==> config.mk <==
export PLATFORM = sky130hd
export DESIGN_NAME = window_minmax_normalizer
export DESIGN_NICKNAME = d
export VERILOG_FILES = /design/src/rtl/core/wmn_pkg.sv /design/src/rtl/core/window_minmax_normalizer.sv /design/src/rtl/core/wmn_ram.sv /design/src/rtl/core/wmn_div.sv /design/src/rtl/core/wmn_dp.sv /design/src/rtl/core/wmn_ctrl.sv
export SDC_FILE = /design/constraint.sdc
export NUM_CORES = 2
export LEC_CHECK = 0
export ABC_AREA = 0
export BUFFER_PORTS_ARGS = -buffer_cell sky130_fd_sc_hd__buf_2
export CORE_ASPECT_RATIO = 0.6
export CORE_MARGIN = 2
export CORE_UTILIZATION = 40
export DETAILED_ROUTE_END_ITERATION = 6
export GPL_TIMING_DRIVEN = 0
export PLACE_DENSITY_LB_ADDON = 0.08
export SYNTH_ARGS = -nofsm -noshare
export SYNTH_HDL_FRONTEND = slang
export SYNTH_SLANG_ARGS = --single-unit
==> constraint.sdc <==
create_clock -name clock -period 9.9 [get_ports clock]
set_input_delay 0.495 -clock clock [delete_from_list [all_inputs] [get_ports clock]]
set_output_delay 0.495 -clock clock [all_outputs]
set_load 0.1 [all_outputs]
==> src/rtl/core/wmn_pkg.sv <==
package wmn_pkg;

   // Store and price geometry.
   localparam int WINDOW_DEPTH = 32;
   localparam int PRICE_BITS   = 32;
   localparam int PRICE_W      = 32;
   localparam int ADDR_W       = $clog2(WINDOW_DEPTH);
   localparam int COUNT_W      = $clog2(WINDOW_DEPTH + 1);
   localparam int ROW_W        = 2 * PRICE_BITS + 1;

   // Signed Q8.16 result format.
   localparam int FRAC_BITS = 16;
   localparam int INT_BITS  = 8;
   localparam int QUO_BITS  = FRAC_BITS + INT_BITS;
   localparam int NORM_W    = QUO_BITS + 1;
   localparam int STEP_W    = $clog2(QUO_BITS + 1);

   localparam logic [NORM_W-1:0] POS_SAT = {1'b0, {(NORM_W - 1){1'b1}}};
   localparam logic [NORM_W-1:0] NEG_SAT = {1'b1, {(NORM_W - 1){1'b0}}};

   // Commands from the controller to the datapath.
   typedef struct packed {
      logic row_load;
      logic range_latch;
      logic rd_issue;
      logic row_latch;
      logic div_start;
      logic div_sel_low;
      logic high_latch;
      logic low_latch;
      logic out_load;
      logic idx_next;
      logic window_clear;
   } ctrl_cmd_type;

   // Status from the datapath to the controller.
   typedef struct packed {
      logic count_zero;
      logic flat;
      logic idx_last;
      logic div_done;
   } dp_status_type;

endpackage

==> src/rtl/core/window_minmax_normalizer.sv <==
// Window min-max normaliser.
// The req channel takes one price row per word: high price, low price, a
// target flag and a last-row flag. Rows load at one word per cycle; feature
// rows update the running maximum high and minimum low, target rows are only
// stored. Rows arriving with the store full are dropped and mark the window.
// The word flagged last closes the window; req_ready then falls and the
// stored rows are sent on the rsp channel in arrival order, each word holding
// (high-min)/range and (low-min)/range as saturated signed Q8.16 values.
// The two quotients of a row share one restoring divider, and each goes
// through start, set-up, 24 one-bit steps and capture. Each row is read
// from the store, latched, divided for its high and then its low, and
// loaded into the rsp word. A saturating quotient skips the one-bit steps,
// and a flat window skips the divider. The window is cleared in the cycle
// after its last word is taken, and req_ready is high from the cycle after
// that. A stalled receiver simply holds the current rsp word; nothing is lost
// or repeated. Reset is synchronous and leaves an empty window with req_ready
// high.
module window_minmax_normalizer (
   input  logic                              clock,
   input  logic                              reset,
   input  logic                              req_valid,
   output logic                              req_ready,
   input  logic [wmn_pkg::PRICE_W-1:0]       req_price_high,
   input  logic [wmn_pkg::PRICE_W-1:0]       req_price_low,
   input  logic                              req_is_target,
   input  logic                              req_last_row,
   output logic                              rsp_valid,
   input  logic                              rsp_ready,
   output logic signed [wmn_pkg::NORM_W-1:0] rsp_norm_high,
   output logic signed [wmn_pkg::NORM_W-1:0] rsp_norm_low,
   output logic                              rsp_target_row,
   output logic                              rsp_flat_range,
   output logic                              rsp_overflow,
   output logic                              rsp_last_out
);

   import wmn_pkg::*;

   // Command and status bundles between the sequencer and the datapath.
   ctrl_cmd_type  cmd;
   dp_status_type status;

   // The controller owns both handshakes and steps through load, range
   // set-up and the per-row read, divide and emit sequence.
   wmn_ctrl u_ctrl (
      .clock        (clock),
      .reset        (reset),
      .req_valid    (req_valid),
      .req_last_row (req_last_row),
      .req_ready    (req_ready),
      .rsp_valid    (rsp_valid),
      .rsp_ready    (rsp_ready),
      .cmd          (cmd),
      .status       (status)
   );

   // The datapath holds the row store, window extremes, the shared divider
   // and the registered rsp word, which stays stable while it waits.
   wmn_dp u_dp (
      .clock          (clock),
      .reset          (reset),
      .cmd            (cmd),
      .status         (status),
      .req_price_high (req_price_high),
      .req_price_low  (req_price_low),
      .req_is_target  (req_is_target),
      .rsp_norm_high  (rsp_norm_high),
      .rsp_norm_low   (rsp_norm_low),
      .rsp_target_row (rsp_target_row),
      .rsp_flat_range (rsp_flat_range),
      .rsp_overflow   (rsp_overflow),
      .rsp_last_out   (rsp_last_out)
   );

endmodule

==> src/rtl/core/wmn_ram.sv <==
module wmn_ram #(
   parameter int WIDTH = 8,
   parameter int DEPTH = 32
) (
   input  logic                     clock,
   input  logic                     wr_en,
   input  logic [$clog2(DEPTH)-1:0] wr_addr,
   input  logic [WIDTH-1:0]         wr_data,
   input  logic                     rd_en,
   input  logic [$clog2(DEPTH)-1:0] rd_addr,
   output logic [WIDTH-1:0]         rd_data
);

   logic [WIDTH-1:0] mem_ff [DEPTH];
   logic [WIDTH-1:0] rd_data_ff;

   always_ff @(posedge clock) begin
      if (wr_en) begin
         mem_ff[wr_addr] <= wr_data;
      end
      if (rd_en) begin
         rd_data_ff <= mem_ff[rd_addr];
      end
   end

   assign rd_data = rd_data_ff;

endmodule

==> src/rtl/core/wmn_div.sv <==
module wmn_div (
   input  logic                                clock,
   input  logic                                reset,
   input  logic                                start,
   input  logic [wmn_pkg::PRICE_BITS-1:0]      value,
   input  logic [wmn_pkg::PRICE_BITS-1:0]      minimum,
   input  logic [wmn_pkg::PRICE_BITS-1:0]      range_mag,
   input  logic                                range_neg,
   output logic                                done,
   output logic signed [wmn_pkg::NORM_W-1:0]   result
);

   import wmn_pkg::*;

   logic [PRICE_BITS-1:0] dmag_ff, dmag_in;
   logic [PRICE_BITS-1:0] rmag_ff, rmag_in;
   logic [PRICE_BITS-1:0] rem_ff, rem_in;
   logic [QUO_BITS-1:0]   quo_ff, quo_in;
   logic [STEP_W-1:0]     step_ff, step_in;
   logic                  neg_ff, neg_in;
   logic                  sat_ff, sat_in;
   logic                  setup_ff, setup_in;
   logic                  run_ff, run_in;
   logic                  done_ff, done_in;
   logic [PRICE_BITS:0]   trial;
   logic                  ge;
   logic [NORM_W-1:0]     mag;

   // Restoring division of (|x - min| << 16) by the range, one quotient bit a cycle.
   // The integer part is checked against 256 first, so 24 bits always suffice.
   always_comb begin
      dmag_in  = dmag_ff;
      rmag_in  = rmag_ff;
      rem_in   = rem_ff;
      quo_in   = quo_ff;
      step_in  = step_ff;
      neg_in   = neg_ff;
      sat_in   = sat_ff;
      setup_in = 1'b0;
      run_in   = run_ff;
      done_in  = 1'b0;
      trial    = {rem_ff, quo_ff[QUO_BITS-1]};
      ge       = trial >= {1'b0, rmag_ff};
      if (start) begin
         if (value < minimum) begin
            dmag_in = minimum - value;
         end else begin
            dmag_in = value - minimum;
         end
         neg_in   = (value < minimum) != range_neg;
         rmag_in  = range_mag;
         setup_in = 1'b1;
      end else if (setup_ff) begin
         sat_in  = {{INT_BITS{1'b0}}, dmag_ff} >= {rmag_ff, {INT_BITS{1'b0}}};
         rem_in  = dmag_ff >> INT_BITS;
         quo_in  = {dmag_ff[INT_BITS-1:0], {FRAC_BITS{1'b0}}};
         step_in = STEP_W'(QUO_BITS);
         run_in  = !sat_in;
         done_in = sat_in;
      end else if (run_ff) begin
         if (ge) begin
            rem_in = PRICE_BITS'(trial - {1'b0, rmag_ff});
         end else begin
            rem_in = trial[PRICE_BITS-1:0];
         end
         quo_in  = {quo_ff[QUO_BITS-2:0], ge};
         step_in = step_ff - STEP_W'(1);
         if (step_ff == STEP_W'(1)) begin
            run_in  = 1'b0;
            done_in = 1'b1;
         end
      end
   end

   always_ff @(posedge clock) begin
      if (reset) begin
         setup_ff <= 1'b0;
         run_ff   <= 1'b0;
         done_ff  <= 1'b0;
      end else begin
         setup_ff <= setup_in;
         run_ff   <= run_in;
         done_ff  <= done_in;
      end
   end

   always_ff @(posedge clock) begin
      dmag_ff <= dmag_in;
      rmag_ff <= rmag_in;
      rem_ff  <= rem_in;
      quo_ff  <= quo_in;
      step_ff <= step_in;
      neg_ff  <= neg_in;
      sat_ff  <= sat_in;
   end

   assign mag  = {1'b0, quo_ff};
   assign done = done_ff;

   always_comb begin
      if (sat_ff) begin
         result = neg_ff ? NEG_SAT : POS_SAT;
      end else if (neg_ff) begin
         result = NORM_W'(0) - mag;
      end else begin
         result = mag;
      end
   end

   a_start_idle : assert property (@(posedge clock) disable iff (reset)
      start |-> !(setup_ff || run_ff))
      else $error("divider started while busy");

   a_done_not_running : assert property (@(posedge clock) disable iff (reset)
      !(run_ff && done_ff))
      else $error("divider reports done while still iterating");

endmodule

==> src/rtl/core/wmn_dp.sv <==
module wmn_dp (
   input  logic                              clock,
   input  logic                              reset,
   input  wmn_pkg::ctrl_cmd_type             cmd,
   output wmn_pkg::dp_status_type            status,
   input  logic [wmn_pkg::PRICE_W-1:0]       req_price_high,
   input  logic [wmn_pkg::PRICE_W-1:0]       req_price_low,
   input  logic                              req_is_target,
   output logic signed [wmn_pkg::NORM_W-1:0] rsp_norm_high,
   output logic signed [wmn_pkg::NORM_W-1:0] rsp_norm_low,
   output logic                              rsp_target_row,
   output logic                              rsp_flat_range,
   output logic                              rsp_overflow,
   output logic                              rsp_last_out
);

   import wmn_pkg::*;

   logic [PRICE_BITS-1:0] price_high, price_low;
   logic                  room, store_en, idx_last;
   logic [ROW_W-1:0]      rd_data;
   logic [PRICE_BITS-1:0] div_value;
   logic                  div_done;
   logic [NORM_W-1:0]     div_result;

   logic [COUNT_W-1:0]    count_ff, count_in;
   logic [PRICE_BITS-1:0] max_ff, max_in, min_ff, min_in;
   logic                  seen_ff, seen_in, dropped_ff, dropped_in;
   logic [ADDR_W-1:0]     idx_ff, idx_in;
   logic [PRICE_BITS-1:0] rmag_ff, rmag_in;
   logic                  rneg_ff, rneg_in, flat_ff, flat_in;
   logic [PRICE_BITS-1:0] row_high_ff, row_high_in, row_low_ff, row_low_in;
   logic                  row_kind_ff, row_kind_in;
   logic [NORM_W-1:0]     norm_high_ff, norm_high_in, norm_low_ff, norm_low_in;
   logic                  target_ff, target_in, flat_out_ff, flat_out_in;
   logic                  overflow_ff, overflow_in, last_ff, last_in;

   assign price_high = PRICE_BITS'(req_price_high);
   assign price_low  = PRICE_BITS'(req_price_low);
   assign room       = count_ff < COUNT_W'(WINDOW_DEPTH);
   assign store_en   = cmd.row_load && room;
   assign idx_last   = (COUNT_W'(idx_ff) + COUNT_W'(1)) == count_ff;
   assign div_value  = cmd.div_sel_low ? row_low_ff : row_high_ff;

   // Row store laid out as {kind, low, high}.
   wmn_ram #(
      .WIDTH (ROW_W),
      .DEPTH (WINDOW_DEPTH)
   ) u_row_ram (
      .clock   (clock),
      .wr_en   (store_en),
      .wr_addr (count_ff[ADDR_W-1:0]),
      .wr_data ({req_is_target, price_low, price_high}),
      .rd_en   (cmd.rd_issue),
      .rd_addr (idx_ff),
      .rd_data (rd_data)
   );

   wmn_div u_div (
      .clock     (clock),
      .reset     (reset),
      .start     (cmd.div_start),
      .value     (div_value),
      .minimum   (min_ff),
      .range_mag (rmag_ff),
      .range_neg (rneg_ff),
      .done      (div_done),
      .result    (div_result)
   );

   always_comb begin
      count_in     = count_ff;
      max_in       = max_ff;
      min_in       = min_ff;
      seen_in      = seen_ff;
      dropped_in   = dropped_ff;
      idx_in       = idx_ff;
      rmag_in      = rmag_ff;
      rneg_in      = rneg_ff;
      flat_in      = flat_ff;
      row_high_in  = row_high_ff;
      row_low_in   = row_low_ff;
      row_kind_in  = row_kind_ff;
      norm_high_in = norm_high_ff;
      norm_low_in  = norm_low_ff;
      target_in    = target_ff;
      flat_out_in  = flat_out_ff;
      overflow_in  = overflow_ff;
      last_in      = last_ff;

      if (cmd.window_clear) begin
         count_in   = '0;
         max_in     = '0;
         min_in     = '1;
         seen_in    = 1'b0;
         dropped_in = 1'b0;
      end else if (cmd.row_load) begin
         if (room) begin
            count_in = count_ff + COUNT_W'(1);
            if (!req_is_target) begin
               if (price_high > max_ff) begin
                  max_in = price_high;
               end
               if (price_low < min_ff) begin
                  min_in = price_low;
               end
               seen_in = 1'b1;
            end
         end else begin
            dropped_in = 1'b1;
         end
      end

      if (cmd.range_latch) begin
         rneg_in = max_ff < min_ff;
         rmag_in = (max_ff < min_ff) ? (min_ff - max_ff) : (max_ff - min_ff);
         flat_in = !seen_ff || (max_ff == min_ff);
         idx_in  = '0;
      end

      if (cmd.idx_next) begin
         idx_in = idx_ff + ADDR_W'(1);
      end

      if (cmd.row_latch) begin
         row_high_in = rd_data[PRICE_BITS-1:0];
         row_low_in  = rd_data[2*PRICE_BITS-1:PRICE_BITS];
         row_kind_in = rd_data[ROW_W-1];
      end

      if (cmd.high_latch) begin
         norm_high_in = div_result;
      end
      if (cmd.low_latch) begin
         norm_low_in = div_result;
      end

      if (cmd.out_load) begin
         if (flat_ff) begin
            norm_high_in = '0;
            norm_low_in  = '0;
         end
         target_in   = row_kind_ff;
         flat_out_in = flat_ff;
         overflow_in = dropped_ff;
         last_in     = idx_last;
      end
   end

   always_ff @(posedge clock) begin
      if (reset) begin
         count_ff   <= '0;
         max_ff     <= '0;
         min_ff     <= '1;
         seen_ff    <= 1'b0;
         dropped_ff <= 1'b0;
         idx_ff     <= '0;
      end else begin
         count_ff   <= count_in;
         max_ff     <= max_in;
         min_ff     <= min_in;
         seen_ff    <= seen_in;
         dropped_ff <= dropped_in;
         idx_ff     <= idx_in;
      end
   end

   always_ff @(posedge clock) begin
      rmag_ff      <= rmag_in;
      rneg_ff      <= rneg_in;
      flat_ff      <= flat_in;
      row_high_ff  <= row_high_in;
      row_low_ff   <= row_low_in;
      row_kind_ff  <= row_kind_in;
      norm_high_ff <= norm_high_in;
      norm_low_ff  <= norm_low_in;
      target_ff    <= target_in;
      flat_out_ff  <= flat_out_in;
      overflow_ff  <= overflow_in;
      last_ff      <= last_in;
   end

   assign status.count_zero = count_ff == '0;
   assign status.flat       = flat_ff;
   assign status.idx_last   = idx_last;
   assign status.div_done   = div_done;

   assign rsp_norm_high  = norm_high_ff;
   assign rsp_norm_low   = norm_low_ff;
   assign rsp_target_row = target_ff;
   assign rsp_flat_range = flat_out_ff;
   assign rsp_overflow   = overflow_ff;
   assign rsp_last_out   = last_ff;

   a_count_bound : assert property (@(posedge clock) disable iff (reset)
      count_ff <= COUNT_W'(WINDOW_DEPTH))
      else $error("row count beyond store depth");

endmodule

==> src/rtl/core/wmn_ctrl.sv <==
module wmn_ctrl (
   input  logic                   clock,
   input  logic                   reset,
   input  logic                   req_valid,
   input  logic                   req_last_row,
   output logic                   req_ready,
   output logic                   rsp_valid,
   input  logic                   rsp_ready,
   output wmn_pkg::ctrl_cmd_type  cmd,
   input  wmn_pkg::dp_status_type status
);

   import wmn_pkg::*;

   typedef enum logic [3:0] {
      LOAD,
      PREP,
      READ,
      LATCH,
      START_H,
      DIV_H,
      START_L,
      DIV_L,
      FINISH,
      EMIT,
      CLEAR
   } state_type;

   state_type state_ff, state_in;
   logic      req_ready_ff, rsp_valid_ff;
   logic      accept;

   assign accept = req_valid && req_ready_ff;

   always_comb begin
      cmd      = '0;
      state_in = state_ff;
      case (state_ff)
         LOAD: begin
            cmd.row_load = accept;
            if (accept && req_last_row) begin
               state_in = PREP;
            end
         end
         PREP: begin
            cmd.range_latch = 1'b1;
            state_in = status.count_zero ? CLEAR : READ;
         end
         READ: begin
            cmd.rd_issue = 1'b1;
            state_in = LATCH;
         end
         LATCH: begin
            cmd.row_latch = 1'b1;
            state_in = status.flat ? FINISH : START_H;
         end
         START_H: begin
            cmd.div_start = 1'b1;
            state_in = DIV_H;
         end
         DIV_H: begin
            if (status.div_done) begin
               cmd.high_latch = 1'b1;
               state_in = START_L;
            end
         end
         START_L: begin
            cmd.div_start   = 1'b1;
            cmd.div_sel_low = 1'b1;
            state_in = DIV_L;
         end
         DIV_L: begin
            cmd.div_sel_low = 1'b1;
            if (status.div_done) begin
               cmd.low_latch = 1'b1;
               state_in = FINISH;
            end
         end
         FINISH: begin
            cmd.out_load = 1'b1;
            state_in = EMIT;
         end
         EMIT: begin
            if (rsp_ready) begin
               if (status.idx_last) begin
                  state_in = CLEAR;
               end else begin
                  cmd.idx_next = 1'b1;
                  state_in = READ;
               end
            end
         end
         CLEAR: begin
            cmd.window_clear = 1'b1;
            state_in = LOAD;
         end
         default: begin
            state_in = LOAD;
         end
      endcase
   end

   always_ff @(posedge clock) begin
      if (reset) begin
         state_ff     <= LOAD;
         req_ready_ff <= 1'b1;
         rsp_valid_ff <= 1'b0;
      end else begin
         state_ff     <= state_in;
         req_ready_ff <= state_in == LOAD;
         rsp_valid_ff <= state_in == EMIT;
      end
   end

   assign req_ready = req_ready_ff;
   assign rsp_valid = rsp_valid_ff;

   a_phases_exclusive : assert property (@(posedge clock) disable iff (reset)
      !(req_ready_ff && rsp_valid_ff))
      else $error("loading and emitting at the same time");

   a_close_stops_load : assert property (@(posedge clock) disable iff (reset)
      (req_valid && req_ready_ff && req_last_row) |=> !req_ready_ff)
      else $error("rows still taken after the window was closed");

endmodule

Word level (Yosys, flattened, before mapping)

Memories as Yosys holds them, arrays and structs flattened. A register that Yosys moved wholly into a read port is not among the register bits.
Cells that the tools add are included.

Reductions and logical operators: 22
Mux-type cells: 51
Equality and inequality tests: 15
Magnitude comparators: 7
Add/subtract/negate cells: 10
Bitwise logic cells: 3

Operators with widths:

| operator                                           | number |
|---|---|
| two-way mux 25 bit                                 | 9 |
| two-way mux 32 bit                                 | 5 |
| subtractor 32 bit                                  | 5 |
| less-than comparator 32 bit                        | 3 |
| two-way mux 24 bit                                 | 3 |
| >= comparator 32 x 40 -> 1 bit                     | 1 |
| one-hot mux 4 bit (10 select lines)                | 1 |
| >= comparator 33 x 32 -> 1 bit                     | 1 |
| == test 32 bit                                     | 1 |
| > comparator 32 bit                                | 1 |
| two-way mux 4 bit                                  | 7 |
| subtractor 1 x 24 -> 25 bit (first input constant) | 1 |
| two-way mux 1 bit                                  | 23 |
| == test 4 x 3 -> 1 bit (second input constant)     | 4 |
| == test 4 bit (second input constant)              | 4 |
| two-way mux 5 bit                                  | 3 |
| == test 4 x 2 -> 1 bit (second input constant)     | 2 |
| zero test 4 bit                                    | 2 |
| AND reduction 2 bit                                | 4 |
| AND reduction 4 bit                                | 2 |
| OR reduction 2 bit                                 | 4 |
| adder 5 x 1 -> 6 bit (second input constant)       | 1 |
| adder 6 x 1 -> 6 bit (second input constant)       | 1 |
| == test 6 bit                                      | 1 |
| other kinds (13)                                   | 19 |

Flip-flop bits (word level): 366
Output and inout bits: 56
Memories kept: 1
RAM bits: 2,080

Memory list:

| name                  | depth | width | read ports | clocked after Yosys merged registers in | write ports | line          | source |
|---|---|---|---|---|---|---|---|
| u_dp.u_row_ram.mem_ff | 32    | 65    | 1          | 1                                       | 1           | wmn_ram.sv:14 | `logic [WIDTH-1:0] mem_ff [DEPTH];` |

Depth between registers and ports, before layout

Depth after elaboration: 6
Depth in mapped cells: 18
Mapped depth without buffers: 16

By module

Synthesis repeated with hierarchy kept, for this count alone.

Cell total of the unflattened synthesis: 5,807
Area total of the unflattened synthesis: 105,982.9 sq um

Modules (own cells, without submodules):

| module   | area each (sq um) | times used | cells each |
|---|---|---|---|
| wmn_ram  | 80,838.8          | 1          | 3,147 |
| wmn_dp   | 13,062.5          | 1          | 1,296 |
| wmn_div  | 11,647.4          | 1          | 1,309 |
| wmn_ctrl | 434.2             | 1          | 55 |

Worst setup path before layout

No wires, ideal clock.

Path type: register to register
Start point: reg u_ctrl.state_ff[2]
End point: reg u_dp.u_div.quo_ff[0], enable pin
Stages on the path, launching flop included: 5
Clock period less this slack: 10,486 ps
Arrival time: 9,428 ps
Slack: -586 ps
Cell sequence: dfxtp_1 -> clkbuf_1 -> inv_1 -> nor3_1 -> nor2_1

Longest elaborated chain between the ends: 5
Elaborated cells on any way between the ends: 6

Ends and longest elaborated chain:

| element                         | line            | source |
|---|---|---|
| start, declared                 | wmn_ctrl.sv:29  | `state_type state_ff, state_in;` |
| start signal, assigned          | wmn_ctrl.sv:109 | `state_ff <= state_in;` |
| == test 4 x 3 -> 1 bit          | wmn_ctrl.sv:38  | `case (state_ff)` |
| OR reduction 2 bit (no line) *  | n/a             |  |
| two-way mux 1 bit *             | wmn_ctrl.sv:38  |  |
| inverter 1 bit (no line) *      | n/a             |  |
| AND reduction 2 bit (no line) * | n/a             |  |
| end signal, assigned            | wmn_div.sv:91   | `quo_ff <= quo_in;` |
| end, declared                   | wmn_div.sv:18   | `logic [QUO_BITS-1:0] quo_ff, quo_in;` |

Every way passes the cells marked *; elsewhere a longest branch is shown, timed or not.
A chain may end at the register's enable or synchronous reset.

Worst setup path in the final report

Start point: reg u_ctrl.state_ff[2]
End point: reg u_dp.u_div.dmag_ff[30] (data pin)

Longest elaborated chain between the ends: 6
Elaborated cells on any way between the ends: 9

Ends and longest elaborated chain:

| element                                   | line           | source |
|---|---|---|
| == test 4 x 3 -> 1 bit                    | wmn_ctrl.sv:38 |  |
| OR reduction 2 bit (no line) *            | n/a            |  |
| two-way mux 1 bit *                       | wmn_ctrl.sv:38 |  |
| two-way mux 32 bit *                      | wmn_dp.sv:43   | `assign div_value = cmd.div_sel_low ? row_low_ff : row_high_ff;` |
| subtractor 32 bit (tied with other cells) | wmn_div.sv:48  | `dmag_in = value - minimum;` |
| two-way mux 32 bit *                      | wmn_div.sv:45  | `if (value < minimum) begin` |
| end signal, assigned                      | wmn_div.sv:88  | `dmag_ff <= dmag_in;` |
| end, declared                             | wmn_div.sv:15  | `logic [PRICE_BITS-1:0] dmag_ff, dmag_in;` |

Marked as above.

==> flow_summary.json <==
{
  "p_comb_share_pct": 12.3,
  "htree_levels": 4,
  "peakVddDrop_v": 0.000154,
  "ys_seq_area_share_pct": 70.6,
  "worstMarginPinSlew_ns": 1.52,
  "crit_type": "reg -> reg",
  "coreArea_um2": 260000,
  "ys_seq_elements": 2511,
  "status": "finished with violations",
  "wirelength_mm": 337,
  "p_leak_uw": 0.0385,
  "clock_sinks": 2511,
  "hpwl_mm": 239,
  "violations": "max-capacitance violations, max-slew violations",
  "drive_gt1_share_pct": 23.3,
  "cts.path.max_buffers": 4,
  "netlist_instances": 5657,
  "required_ns": 10.54,
  "yosysMostFrequentCell": "edfxtp_1",
  "switchingPower_uw": 6240,
  "switching_share_pct": 25.7,
  "critPathMaxStageDelay_ns": 0.80,
  "start_util_pct": 40.3,
  "yosys-top-cells-count": "2,375 x edfxtp_1, 650 x mux4_2, 298 x nor2_1, 253 x ha_1, 235 x a21oi_1",
  "root_buffer": "clkbuf_16",
  "io_pins": 126,
  "gp_congestion": 0.942,
  "crit_path_cell_trace": "clkbuf_1 -> nand3b_1 -> clkbuf_1 -> mux2_2 -> ha_1 -> clkbuf_1 -> a21oi_1 -> o21ai_0 -> a211oi_1 -> o21ai_0 -> a211oi_2 -> buf_4 -> buf_2 -> buf_2 -> nand2_1 -> o31ai_1 -> o41ai_1 -> xnor2_1",
  "fin_ws_ns": 2.66,
  "syn_area_per_cell_um2": 18.5,
  "critPathBufInv": 6,
  "nNetsFinal": 6499,
  "hp-class": "in -> reg",
  "numCtsBuffers": 236,
  "yosys.cell_types.count": 81,
  "fin_setup_tns_ns": 0,
  "slew_headroom_pct": -1.01,
  "grt_pass1_vias": 55592,
  "synth_top_cell_by_area": "edfxtp_1",
  "fmax_ghz": 0.138,
  "grt_max_degree": 35,
  "total_power_uw": 24300,
  "netlist_area_um2": 105000,
  "routedWlPerCell_um": 34.3,
  "async_flop_share_pct": 0,
  "die_w_um": 665,
  "design_area_um2": 120000,
  "clock_skew_ns": 0.0765,
  "antenna_left": 0,
  "end_kind": "flop",
  "die-area_um2": 266000,
  "hold_viol_final": 0,
  "period_minus_slack_ns": 7.24,
  "port_buffers": 125,
  "preCtsSetupSlack_ns": 2.96,
  "overflow": 0,
  "drcViolationCount": 0,
  "vias": 57977,
  "finalSetupViolCount": 0,
  "post-route-util_pct": 46.3,
  "synth-edff-count": 2375,
  "slowest_stage": "a211oi_2",
  "area_growth_syn_to_layout_pct": 14.9,
  "syn-num-nets": 5985,
  "start_kind": "flop",
  "routed_via_density": 5.91,
  "dr.pass1.iters": 5,
  "grt_pass1_wl_mm": 463,
  "cp_max_fo": 10,
  "cts_tree": "done",
  "place_area_um2": 113000,
  "grt.total_usage_pct": 24.9,
  "synth.area.top_cells": "edfxtp_1 68%, mux4_2 14%, ha_1 3.0%, dfxtp_1 2.6%, mux2_2 1.3%",
  "drv_slew": 12,
  "maxCapViolations": 1,
  "power_frac_seq_pct": 50.7,
  "rows": 145,
  "synth_top_area_share_pct": 68.0,
  "synthFlopType": "edfxtp_1",
  "power.share.clock_pct": 37.1,
  "p_int_uw": 18000,
  "clk_latency_ns": 0.92,
  "die_height_um": 400,
  "drt_iter0_drc": 7836,
  "antenna_found_initial": 36,
  "period_share_pct": 73.2,
  "critPathArrivalTime_ns": 7.88,
  "yosysWarnings": 0,
  "clk_pin_slew_ns": 0.07,
  "crit_family": "compound AO/OA/AOI/OAI gates",
  "rsz0062_at_grt": "no",
  "cpMostUsedCell": "clkbuf_1",
  "powerDensity_nw_per_um2": 202
}
## final timing paths
path | startpoint | slack [ns] | to | depth (start not counted)
worst min register to register | u_dp.u_row_ram.rd_data[2] | 0.39 | u_dp.row_high_ff[2] | 0
worst max-delay path | u_ctrl.state_ff[2] | 2.66 | u_dp.u_div.dmag_ff[30] | 18
worst min-delay path | req_last_row | 0.12 | u_ctrl.state_ff[0] | 4
worst max register to register | u_ctrl.state_ff[2] | 2.66 | u_dp.u_div.dmag_ff[30] | 18
## state kept, by name (all words and copies together) (netlist names), 32 cells and up
register	flops
u_dp.u_div.rmag_ff	32
u_dp.min_ff	32
u_dp.max_ff	32
u_dp.rmag_ff	32
u_dp.u_row_ram.mem_ff	2080
u_dp.u_div.dmag_ff	32
u_dp.row_low_ff	32
u_dp.u_row_ram.rd_data	65
u_dp.row_high_ff	32
u_dp.u_div.rem_ff	32
## power by group through the flow
stage	Combinational, uW	Clock, uW	Sequential (uW)
finish	2980	9010	12300
global route	3170	9580	12300
CTS	2970	9170	12300
detailed placement	2950	0	12500
global placement	2770	0	12600
floorplan	1560	0	12500
## timing repair
item / 4_1_cts / 5_1_grt
hold buffers: 2 / 0
hold endpoints to repair: 1 / 0
buffers inserted: 0 / 0
gates resized for setup: 0 / 0
## kinds of logic after synthesis
family / after synthesis / share of synthesized area, %
DFF: 2511 / 70.6
muxes: 831 / 15.8
AOI/OAI and AO/OA: 742 / 4.51
and+or+nand+nor: 741 / 3.33
buffers and inverters: 475 / 1.73
adders and majority gates: 258 / 3.12
xor gates and xnor gates: 99 / 0.827
## layout by cell type, fill, tap and decap left out, types with 37 or more instances in the layout
master | netlist | layout
edfxtp_1 | 2375 | 2375
mux4_2 | 650 | 650
nor2_1 | 298 | 264
ha_1 | 253 | 253
clkbuf_16 | 0 | 240
a21oi_1 | 235 | 235
clkbuf_1 | 212 | 230
inv_1 | 188 | 188
nand2_1 | 158 | 158
buf_2 | 17 | 146
o21ai_0 | 138 | 138
dfxtp_1 | 136 | 136
mux2_2 | 121 | 121
buf_12 | 0 | 111
a21o_1 | 80 | 80
nor3_1 | 65 | 62
mux2i_1 | 60 | 60
xnor2_1 | 59 | 59
a31oi_1 | 57 | 57
clkinv_1 | 2 | 55
buf_1 | 55 | 50
nor2b_1 | 46 | 46
nand4_1 | 45 | 45
clkinv_2 | 0 | 45
xor2_1 | 40 | 40
a211oi_1 | 37 | 37
## final cells by class
| cell class | instances | area, um2 |
|---|---|---|
| diodes | 7 | 17.5 |
| plain buffers | 285 | 1130 |
| clock buffers | 288 | 6220 |
| clock inverters | 135 | 1160 |
| fillers | 21978 | 140000 |
| inverters | 190 | 713 |
| multi-input cells | 2671 | 29200 |
| flip-flops and latches | 2511 | 74000 |
| well taps | 3454 | 4320 |
| repair buffers | 276 | 3620 |
## metal layers
layer / global-route usage [%] / routed length (um) / up-vias
met5: 0 / 24 / -
met4: 4.12 / 5370 / 4
met3: 6.09 / 32900 / 320
met2: 33.1 / 134000 / 2544
met1: 41.2 / 164000 / 31133
li1: - / - / 23976
## worst min-delay path, stage by stage
cell	delay, ns
buf_2	0.10
a32oi_1	0.05
o21ai_0	0.15
and2_1	0.18
## through the flow
stage	std cells	hold WS, ns
6_report	9817	0.120
3_5_place_dp	9385	0.405
2_1_floorplan	5657	0.400
3_3_place_gp	9236	0.403
5_1_grt	9810	0.109
4_1_cts	9810	0.0447
Note: power is estimated with default switching activity, not from simulation.
